### config.mk
export PLATFORM = sky130hd
export DESIGN_NAME = positional_list_engine
export DESIGN_NICKNAME = d
export VERILOG_FILES = /design/src/rtl/plist_pkg.sv /design/src/rtl/positional_list_engine.sv /design/src/rtl/plist_ctrl.sv /design/src/rtl/plist_dp.sv
export SDC_FILE = /design/constraint.sdc
export NUM_CORES = 2
export LEC_CHECK = 0
export BUFFER_PORTS_ARGS = -buffer_cell sky130_fd_sc_hd__buf_2
export CAP_MARGIN = 20
export CORE_MARGIN = 2
export CORE_UTILIZATION = 44
export CTS_CLUSTER_DIAMETER = 120
export DETAILED_ROUTE_END_ITERATION = 8
export SLEW_MARGIN = 20
export SYNTH_ARGS = -nofsm -noshare
export SYNTH_HDL_FRONTEND = slang
export SYNTH_HIERARCHICAL = 1
export SYNTH_SLANG_ARGS = --single-unit
### constraint.sdc
create_clock -name clk -period 8.7 [get_ports clk]
set_clock_uncertainty 0.2 [all_clocks]
set_input_delay 0.87 -clock clk [delete_from_list [all_inputs] [get_ports clk]]
set_output_delay 0.87 -clock clk [all_outputs]
set_load 0.02 [all_outputs]
### src/rtl/plist_pkg.sv
// Shared types and codes for the positional list engine.
package plist_pkg;

	localparam int CW = 7;
	localparam int DW = 32;

	localparam logic [2:0] CMD_CLEAR  = 3'd0;
	localparam logic [2:0] CMD_APPEND = 3'd1;
	localparam logic [2:0] CMD_READ   = 3'd2;
	localparam logic [2:0] CMD_DELETE = 3'd3;
	localparam logic [2:0] CMD_INSERT = 3'd4;
	localparam logic [2:0] CMD_SEARCH = 3'd5;

	localparam logic [1:0] ST_OK        = 2'd0;
	localparam logic [1:0] ST_BAD_POS   = 2'd1;
	localparam logic [1:0] ST_FULL      = 2'd2;
	localparam logic [1:0] ST_NOT_FOUND = 2'd3;

	typedef struct packed {
		logic [2:0]           cmd;
		logic [CW-1:0]        position;
		logic signed [DW-1:0] value;
	} item_t;

	typedef struct packed {
		logic [1:0]           status;
		logic [CW-1:0]        found_position;
		logic signed [DW-1:0] entry_value;
		logic [CW-1:0]        entry_count;
		logic                 last;
	} result_t;

	typedef struct packed {
		logic load;
		logic init;
		logic issue;
		logic proc;
		logic fin;
	} ctl_t;

	typedef struct packed {
		logic walk_more;
		logic rd_vld;
		logic need_slot;
		logic out_free;
		logic fin_emit;
	} sts_t;

endpackage

### src/rtl/positional_list_engine.sv
// Positional list engine top level: ordered list with insert, delete, search.
//
//   channel   handshake                    payload
//   item      item_valid / item_ready      item   (cmd, position, value)
//   result    result_valid / result_ready  result (status, found_position,
//                                                  entry_value, entry_count, last)
//
// One command is taken at a time; the entry memory (one read and one write port) is
// walked one entry per cycle while the result channel is not stalled, r entries in
// all (count for read all and search, count - position + 1 for a valid delete or
// insert, none otherwise).
// A stalled result channel holds the walk at the entry waiting to go out.
// Reset empties the list; entry storage is not cleared.
module positional_list_engine
	import plist_pkg::*;
#(
	parameter int DEPTH = 64
) (
	input  logic    clk,
	input  logic    arst_n,
	input  logic    item_valid,
	output logic    item_ready,
	input  item_t   item,
	output logic    result_valid,
	input  logic    result_ready,
	output result_t result
);

	ctl_t ctl;
	sts_t sts;

	plist_ctrl u_ctrl (
		.clk        (clk),
		.arst_n     (arst_n),
		.item_valid (item_valid),
		.item_ready (item_ready),
		.sts        (sts),
		.ctl        (ctl)
	);

	plist_dp #(
		.DEPTH (DEPTH)
	) u_dp (
		.clk          (clk),
		.arst_n       (arst_n),
		.ctl          (ctl),
		.sts          (sts),
		.item         (item),
		.result       (result),
		.result_valid (result_valid),
		.result_ready (result_ready)
	);

endmodule

### src/rtl/plist_ctrl.sv
// Command sequencer: accept, set up the walk, walk the list, finish.
module plist_ctrl
	import plist_pkg::*;
(
	input  logic clk,
	input  logic arst_n,
	input  logic item_valid,
	output logic item_ready,
	input  sts_t sts,
	output ctl_t ctl
);

	localparam logic [1:0] S_IDLE = 2'd0;
	localparam logic [1:0] S_INIT = 2'd1;
	localparam logic [1:0] S_WALK = 2'd2;
	localparam logic [1:0] S_FIN  = 2'd3;

	logic [1:0] state_q;
	logic [1:0] state_d;

	always_comb begin
		ctl        = '0;
		state_d    = state_q;
		item_ready = (state_q == S_IDLE);
		unique case (state_q)
			S_IDLE: begin
				if (item_valid) begin
					ctl.load = 1'b1;
					state_d  = S_INIT;
				end
			end
			S_INIT: begin
				ctl.init = 1'b1;
				state_d  = S_WALK;
			end
			S_WALK: begin
				// The read stage drains only when its result can go out.
				ctl.proc  = sts.rd_vld && (!sts.need_slot || sts.out_free);
				ctl.issue = sts.walk_more && (!sts.rd_vld || ctl.proc);
				if (!sts.walk_more && !sts.rd_vld) begin
					state_d = S_FIN;
				end
			end
			S_FIN: begin
				if (!sts.fin_emit || sts.out_free) begin
					ctl.fin = 1'b1;
					state_d = S_IDLE;
				end
			end
			default: begin
				state_d = S_IDLE;
			end
		endcase
	end

	always_ff @(posedge clk or negedge arst_n) begin
		if (!arst_n) begin
			state_q <= S_IDLE;
		end else begin
			state_q <= state_d;
		end
	end

endmodule

### src/rtl/plist_dp.sv
// Datapath: entry memory, count, walk index, match holding and result register.
module plist_dp
	import plist_pkg::*;
#(
	parameter int DEPTH = 64
) (
	input  logic    clk,
	input  logic    arst_n,
	input  ctl_t    ctl,
	output sts_t    sts,
	input  item_t   item,
	output result_t result,
	output logic    result_valid,
	input  logic    result_ready
);

	localparam int AW = (DEPTH > 1) ? $clog2(DEPTH) : 1;
	localparam logic [CW-1:0] DEPTH_C = CW'(DEPTH);

	logic signed [DW-1:0] mem [DEPTH];

	item_t                req_q;
	logic [CW-1:0]        cnt_q;
	logic [CW-1:0]        idx_q;
	logic [CW-1:0]        rem_q;
	logic                 dn_q;
	logic                 rd_vld_s1;
	logic [CW-1:0]        rd_idx_s1;
	logic signed [DW-1:0] rdata_s1;
	logic                 hm_vld_q;
	logic [CW-1:0]        hm_pos_q;
	logic signed [DW-1:0] hm_val_q;
	logic                 out_vld_q;
	result_t              out_q;

	logic [CW-1:0]        pos_m1;
	logic [CW-1:0]        cnt_p1;
	logic [CW-1:0]        cnt_m1;
	logic                 del_bad;
	logic                 ins_bad;
	logic                 full;
	logic                 match;
	logic                 out_free;

	logic [CW-1:0]        init_idx;
	logic [CW-1:0]        init_rem;
	logic                 init_dn;

	logic                 wr_en;
	logic [CW-1:0]        wr_addr;
	logic signed [DW-1:0] wr_data;
	logic                 emit;
	result_t              emit_res;
	logic                 cnt_ld;
	logic [CW-1:0]        cnt_d;

	assign pos_m1   = req_q.position - CW'(1);
	assign cnt_p1   = cnt_q + CW'(1);
	assign cnt_m1   = cnt_q - CW'(1);
	assign del_bad  = (req_q.position == '0) || (req_q.position > cnt_q);
	assign ins_bad  = (req_q.position == '0) || (req_q.position > cnt_p1);
	assign full     = (cnt_q >= DEPTH_C);
	assign match    = (rdata_s1 == req_q.value);
	assign out_free = !out_vld_q || result_ready;

	always_comb begin
		sts.walk_more = (rem_q != '0);
		sts.rd_vld    = rd_vld_s1;
		sts.out_free  = out_free;
		case (req_q.cmd)
			CMD_READ:   sts.need_slot = 1'b1;
			CMD_SEARCH: sts.need_slot = match && hm_vld_q;
			default:    sts.need_slot = 1'b0;
		endcase
		case (req_q.cmd) inside
			CMD_CLEAR, CMD_APPEND, CMD_DELETE, CMD_INSERT, CMD_SEARCH: sts.fin_emit = 1'b1;
			CMD_READ: sts.fin_emit = (cnt_q == '0);
			default:  sts.fin_emit = 1'b0;
		endcase
	end

	// Walk range: delete reads upward from the removed slot, insert reads
	// downward from the tail so that each entry moves before it is overwritten.
	always_comb begin
		init_idx = '0;
		init_rem = '0;
		init_dn  = 1'b0;
		case (req_q.cmd) inside
			CMD_READ, CMD_SEARCH: begin
				init_rem = cnt_q;
			end
			CMD_DELETE: begin
				if (!del_bad) begin
					init_idx = pos_m1;
					init_rem = cnt_q - pos_m1;
				end
			end
			CMD_INSERT: begin
				if (!ins_bad && !full) begin
					init_idx = cnt_m1;
					init_rem = cnt_p1 - req_q.position;
					init_dn  = 1'b1;
				end
			end
			default: ;
		endcase
	end

	always_comb begin
		wr_en    = 1'b0;
		wr_addr  = cnt_q;
		wr_data  = req_q.value;
		emit     = 1'b0;
		cnt_ld   = 1'b0;
		cnt_d    = cnt_q;
		emit_res = '{status: ST_OK, found_position: '0, entry_value: '0,
			entry_count: cnt_q, last: 1'b1};
		if (ctl.proc) begin
			case (req_q.cmd)
				CMD_READ: begin
					emit                    = 1'b1;
					emit_res.found_position = rd_idx_s1 + CW'(1);
					emit_res.entry_value    = rdata_s1;
					emit_res.last           = (rd_idx_s1 == cnt_m1);
				end
				CMD_SEARCH: begin
					// A new match releases the one held before it.
					if (match && hm_vld_q) begin
						emit                    = 1'b1;
						emit_res.found_position = hm_pos_q;
						emit_res.entry_value    = hm_val_q;
						emit_res.last           = 1'b0;
					end
				end
				CMD_DELETE: begin
					if (rd_idx_s1 != pos_m1) begin
						wr_en   = 1'b1;
						wr_addr = rd_idx_s1 - CW'(1);
						wr_data = rdata_s1;
					end
				end
				CMD_INSERT: begin
					wr_en   = 1'b1;
					wr_addr = rd_idx_s1 + CW'(1);
					wr_data = rdata_s1;
				end
				default: ;
			endcase
		end
		if (ctl.fin) begin
			case (req_q.cmd)
				CMD_CLEAR: begin
					emit                 = 1'b1;
					cnt_ld               = 1'b1;
					cnt_d                = '0;
					emit_res.entry_count = '0;
				end
				CMD_APPEND: begin
					emit = 1'b1;
					if (full) begin
						emit_res.status = ST_FULL;
					end else begin
						wr_en                   = 1'b1;
						cnt_ld                  = 1'b1;
						cnt_d                   = cnt_p1;
						emit_res.found_position = cnt_p1;
						emit_res.entry_value    = req_q.value;
						emit_res.entry_count    = cnt_p1;
					end
				end
				CMD_READ: begin
					emit = (cnt_q == '0);
				end
				CMD_DELETE: begin
					emit = 1'b1;
					if (del_bad) begin
						emit_res.status = ST_BAD_POS;
					end else begin
						cnt_ld                  = 1'b1;
						cnt_d                   = cnt_m1;
						emit_res.found_position = req_q.position;
						emit_res.entry_value    = hm_val_q;
						emit_res.entry_count    = cnt_m1;
					end
				end
				CMD_INSERT: begin
					emit = 1'b1;
					if (ins_bad) begin
						emit_res.status = ST_BAD_POS;
					end else if (full) begin
						emit_res.status = ST_FULL;
					end else begin
						wr_en                   = 1'b1;
						wr_addr                 = pos_m1;
						cnt_ld                  = 1'b1;
						cnt_d                   = cnt_p1;
						emit_res.found_position = req_q.position;
						emit_res.entry_value    = req_q.value;
						emit_res.entry_count    = cnt_p1;
					end
				end
				CMD_SEARCH: begin
					emit = 1'b1;
					if (hm_vld_q) begin
						emit_res.found_position = hm_pos_q;
						emit_res.entry_value    = hm_val_q;
					end else begin
						emit_res.status = ST_NOT_FOUND;
					end
				end
				default: ;
			endcase
		end
	end

	always_ff @(posedge clk) begin
		if (wr_en) begin
			mem[wr_addr[AW-1:0]] <= wr_data;
		end
		if (ctl.issue) begin
			rdata_s1 <= mem[idx_q[AW-1:0]];
		end
	end

	always_ff @(posedge clk or negedge arst_n) begin
		if (!arst_n) begin
			cnt_q     <= '0;
			rem_q     <= '0;
			rd_vld_s1 <= 1'b0;
			hm_vld_q  <= 1'b0;
			out_vld_q <= 1'b0;
		end else begin
			if (cnt_ld) begin
				cnt_q <= cnt_d;
			end
			if (ctl.init) begin
				rem_q <= init_rem;
			end else if (ctl.issue) begin
				rem_q <= rem_q - CW'(1);
			end
			if (ctl.init) begin
				rd_vld_s1 <= 1'b0;
			end else if (ctl.issue) begin
				rd_vld_s1 <= 1'b1;
			end else if (ctl.proc) begin
				rd_vld_s1 <= 1'b0;
			end
			if (ctl.init) begin
				hm_vld_q <= 1'b0;
			end else if (ctl.proc && req_q.cmd == CMD_SEARCH && match) begin
				hm_vld_q <= 1'b1;
			end
			if (emit) begin
				out_vld_q <= 1'b1;
			end else if (result_ready) begin
				out_vld_q <= 1'b0;
			end
		end
	end

	always_ff @(posedge clk) begin
		if (ctl.load) begin
			req_q <= item;
		end
		if (ctl.init) begin
			idx_q <= init_idx;
			dn_q  <= init_dn;
		end else if (ctl.issue) begin
			idx_q <= dn_q ? (idx_q - CW'(1)) : (idx_q + CW'(1));
		end
		if (ctl.issue) begin
			rd_idx_s1 <= idx_q;
		end
		if (ctl.proc && req_q.cmd == CMD_SEARCH && match) begin
			hm_pos_q <= rd_idx_s1 + CW'(1);
			hm_val_q <= rdata_s1;
		end else if (ctl.proc && req_q.cmd == CMD_DELETE && rd_idx_s1 == pos_m1) begin
			hm_val_q <= rdata_s1;
		end
		if (emit) begin
			out_q <= emit_res;
		end
	end

	assign result       = out_q;
	assign result_valid = out_vld_q;

	a_cnt_bound: assert property (@(posedge clk) disable iff (!arst_n)
		cnt_q <= DEPTH_C)
		else $error("entry count exceeds list depth");

	a_no_overwrite: assert property (@(posedge clk) disable iff (!arst_n)
		emit |-> out_free)
		else $error("result register overwritten before its transaction");

	a_walk_drained: assert property (@(posedge clk) disable iff (!arst_n)
		ctl.fin |-> (!rd_vld_s1 && rem_q == '0))
		else $error("command finished with list walk still in flight");

	a_read_in_range: assert property (@(posedge clk) disable iff (!arst_n)
		ctl.issue |-> (idx_q < DEPTH_C && idx_q < cnt_q))
		else $error("memory read outside the held entries");

endmodule
==> results.md <==
* Yosys warnings at 6
* Slew HR at between 10 and 15%
* Worst-path cell chain: ha_1 -> and3_1 -> nand3_1 -> ha_1 -> ha_1 -> and3_1 -> a221o_1 -> o21ai_2 -> o211a_1 -> nand3b_1 -> o22ai_2 -> nand2b_1 -> nor2_4
* Buffers added on ports at between 90 and 100
* IR drop worst, VDD at 0.253 mV
* Worst endpoint required time at roughly 9000 ps
* Die height at 453 um
* Flop pwr share at 39.8%
* FILL cells at between 15,000 and 20,000
* Slew of the pin with the lowest slew margin at ~1300 ps
* Final slew viol count at 0
* WS Path Type: register to register
* Via count at 43,400
* DRC viols at 0
* TritonCTS clock tree: built
* H-Tree Depth at 4
* Dpl cell area at between 90,000 and 100,000 sq um
* # clock sinks at between 2,000 and 2,500
* Total grt overflow at 0
* Clock power frac at roughly 27%
* Final WL at 245 mm
* Final setup TNS at 0 ps
* Clock latency on the worst-skew pair at roughly 870 ps
* CTS Root Cell: clkbuf_16
* Tmin final at 6280 ps
* CTS Buffer Depth at 3
* Yosys cell types at 83
* Post-CTS Resized at 0
* Nets at ~4,200
* Setup slack at placement at between 2000 and 2500 ps
* Num rows at 164
* Crit-path max FO at 32
* Cell Area, Synth at between 80,000 and 90,000 sq um
* Seq/Total Area, Yosys at approximately 76%
* Crit-path max cell delay at around 1100 ps
* Top cell type's share of synthesized area at between 70% and 80%
* Initial core utilization at ~44%
* Core area at ~200,000 sq um
* Post-route setup slack at around 2400 ps
* Startpoint Class: register
* Pleak at between 30 and 40 nW
* CP delay by family, top: simple AND/OR/NAND/NOR gates
* Die Area at roughly 210,000 sq um
* Seq cells post-synth at 2,244
* Footprint of the multi-input gates at 21,000 sq um
* RSZ-0062 raised after global routing: no
* Clock-pin slew on the worst setup and hold paths at ~60 ps
* Setup violators final at 0
* Post-synth ARST share at 0.847%
* Post-synthesis cell count at just under 4,000
* Sw frac at about a third
* Reg2reg setup slack at between 2000 and 2500 ps
* Worst Hold Class: input pin to register
* Crit path max-delay cell type: nor2_4
* WL/cell at 34.9 um
* Crit-path most repeated cell: ha_1
* Internal power at ~22 mW
* Vias in the first global route at between 40,000 and 50,000
* P_sw at between 10 and 15 mW
* Synth area leaders: edfxtp_1 (75%), mux4_2 (17%), a22oi_1 (0.63%)
* Cts hold-fix bufs at 27
* Share of layout cells above drive strength 1 at 30.0%
* DRT antenna net count at 0
* Routability congestion estimate at 0.927
* CP bufs+invs at 0
* EDFF count, synth at roughly 2,200
* Area leader, netlist: edfxtp_1
* Total of max-cap violations at 0
* Top_reg_cell synth: edfxtp_1
* Largest net degree at the start of global routing at 145
* TritonCTS buffer count at around 220
* Final hold vios at 0
* Fmax at about 160 MHz
* Gate power share at between 30% and 40%
* Drt first pass iters at 6
* I/O pin cnt at 97
* Syn_nets at between 4,000 and 5,000
* Status: finished, final reports clean
* DIE WIDTH at approximately 450 um
* First-pass GRT wire length at 340 mm
* Power per cell area at about 330 nW/um^2
* Total track usage at between 20% and 30%
* Final total power at between 30 and 40 mW
* Initial DRC count at approximately 6,900
* Arrival @ worst endpoint at 6540 ps
* Layout area overhead at 13.7%
* Fin crit share at between 70 and 80%
* HPWL reported at the end of detailed placement at between 150 and 200 mm
* Setup crit end kind: register
* Register area at slightly below 70,000 sq um
* Drt via density at between 6 and 7
* Initial antenna violation count at 45
* Post-Layout Inst Area at a little over 100,000 sq um
* Syn avg cell area at between 20 and 25 sq um
* Setup bufs post-CTS at 0
## through the flow
stage | hold slack [ps] | std cells | utilization [%]
after floorplan | 246 | 3921 | -
after global placement | 254 | 6533 | 46.5
after detailed placement | 269 | 6545 | 46.6
after CTS | 0.611 | 6980 | 50.1
after global routing | 17.4 | 7028 | 50.4
final | 47.1 | 7036 | 50.4
## Yosys cell counts (all sizes together) (39+ instances only)
cell	number
buf	77
mux4	662
o21ai	53
nor2	87
mux2	45
clkbuf	136
o22ai	45
nand2	66
xor2	56
edfxtp	2225
a21oi	39
a22oi	75
## placed cells by master, fill, tap and decap left out, types with 14 or more instances in the layout
| cell type | count |
|---|---|
| mux4_2 | 662 |
| nand2_1 | 64 |
| mux2_2 | 15 |
| clkbuf_16 | 220 |
| nor3_1 | 14 |
| clkinv_1 | 54 |
| dfrtp_1 | 19 |
| o22ai_1 | 43 |
| o21ai_0 | 43 |
| buf_12 | 27 |
| inv_1 | 37 |
| diode_2 | 38 |
| ha_1 | 38 |
| edfxtp_1 | 2225 |
| clkbuf_1 | 59 |
| a21oi_1 | 38 |
| nand3_1 | 31 |
| nor2_4 | 62 |
| clkinv_2 | 37 |
| buf_2 | 96 |
| nor2_1 | 23 |
| dlygate4sd3_1 | 27 |
| mux2i_1 | 16 |
| xnor2_1 | 31 |
| a22oi_1 | 75 |
| mux2_4 | 29 |
| buf_4 | 62 |
| xor2_1 | 56 |
## registers in the layout, indices dropped and copies added (netlist names)
| register | count |
|---|---|
| u_dp/hm_vld_q | 1 |
| u_dp/result_valid | 1 |
| u_dp/rd_idx_s1 | 7 |
| u_dp/dn_q | 1 |
| u_ctrl/state_q | 2 |
| u_dp/result | 49 |
| u_dp/hm_val_q | 32 |
| u_dp/idx_q | 7 |
| u_dp/hm_pos_q | 7 |
| u_dp/rem_q | 7 |
| u_dp/rdata_s1 | 32 |
| u_dp/req_q | 42 |
| u_dp/rd_vld_s1 | 1 |
| u_dp/mem | 2048 |
| u_dp/cnt_q | 7 |
## final cells by class
class,instances,share of cell area (%)
clock inverters,129,1.07
inverters,38,0.141
well taps,2656,3.30
repair buffers,226,2.11
flip-flops and latches,2244,66.7
diodes,38,0.0943
clock buffers,279,5.68
multi-input cells,1426,20.9
## path summary, 6_finish.rpt
path,depth (start not counted),startpoint,end
setup / recovery,13,u_dp/cnt_q[1],u_dp/mem[15][7]
hold reg to reg,0,u_dp/idx_q[6],u_dp/rd_idx_s1[6]
setup reg to reg,13,u_dp/cnt_q[1],u_dp/mem[15][7]
max in group asynchronous,2,arst_n,u_dp/cnt_q[4]
min in group asynchronous,2,arst_n,u_dp/hm_vld_q
hold / removal,1,item[22],u_dp/req_q[22]
## power groups by stage
| stage | clock network (mW) | logic, mW | registers (mW) |
|---|---|---|---|
| 4_1_cts | 9.23 | 11.1 | 13.3 |
| 5_1_grt | 9.60 | 11.4 | 13.3 |
| 2_1_floorplan | 0 | 6.40 | 13.4 |
| 3_3_place_gp | 0 | 11.1 | 13.5 |
| 6_report | 9.08 | 11.1 | 13.3 |
| 3_5_place_dp | 0 | 11.1 | 13.5 |
## routing by layer
| layer | GRT usage (%) | wire length [um] | up-vias |
|---|---|---|---|
| met5 | 0 | 98 | - |
| met4 | 8.75 | 7870 | 12 |
| met3 | 3.99 | 21500 | 340 |
| met2 | 36.9 | 118000 | 2168 |
| met1 | 34.3 | 98100 | 23600 |
| li1 | - | - | 17300 |
## cells by family after synthesis
group                      Yosys count  share of synthesized area [%]
adders and majority gates           41                          0.604
xor gates and xnor gates            90                          0.921
and+or+nand+nor                    282                           1.63
buffers and inverters              251                           1.17
DFF                               2244                           75.9
muxes                              724                           17.6
AOI/OAI and AO/OA                  289                           2.24
Power figures use the tool's default switching activity.
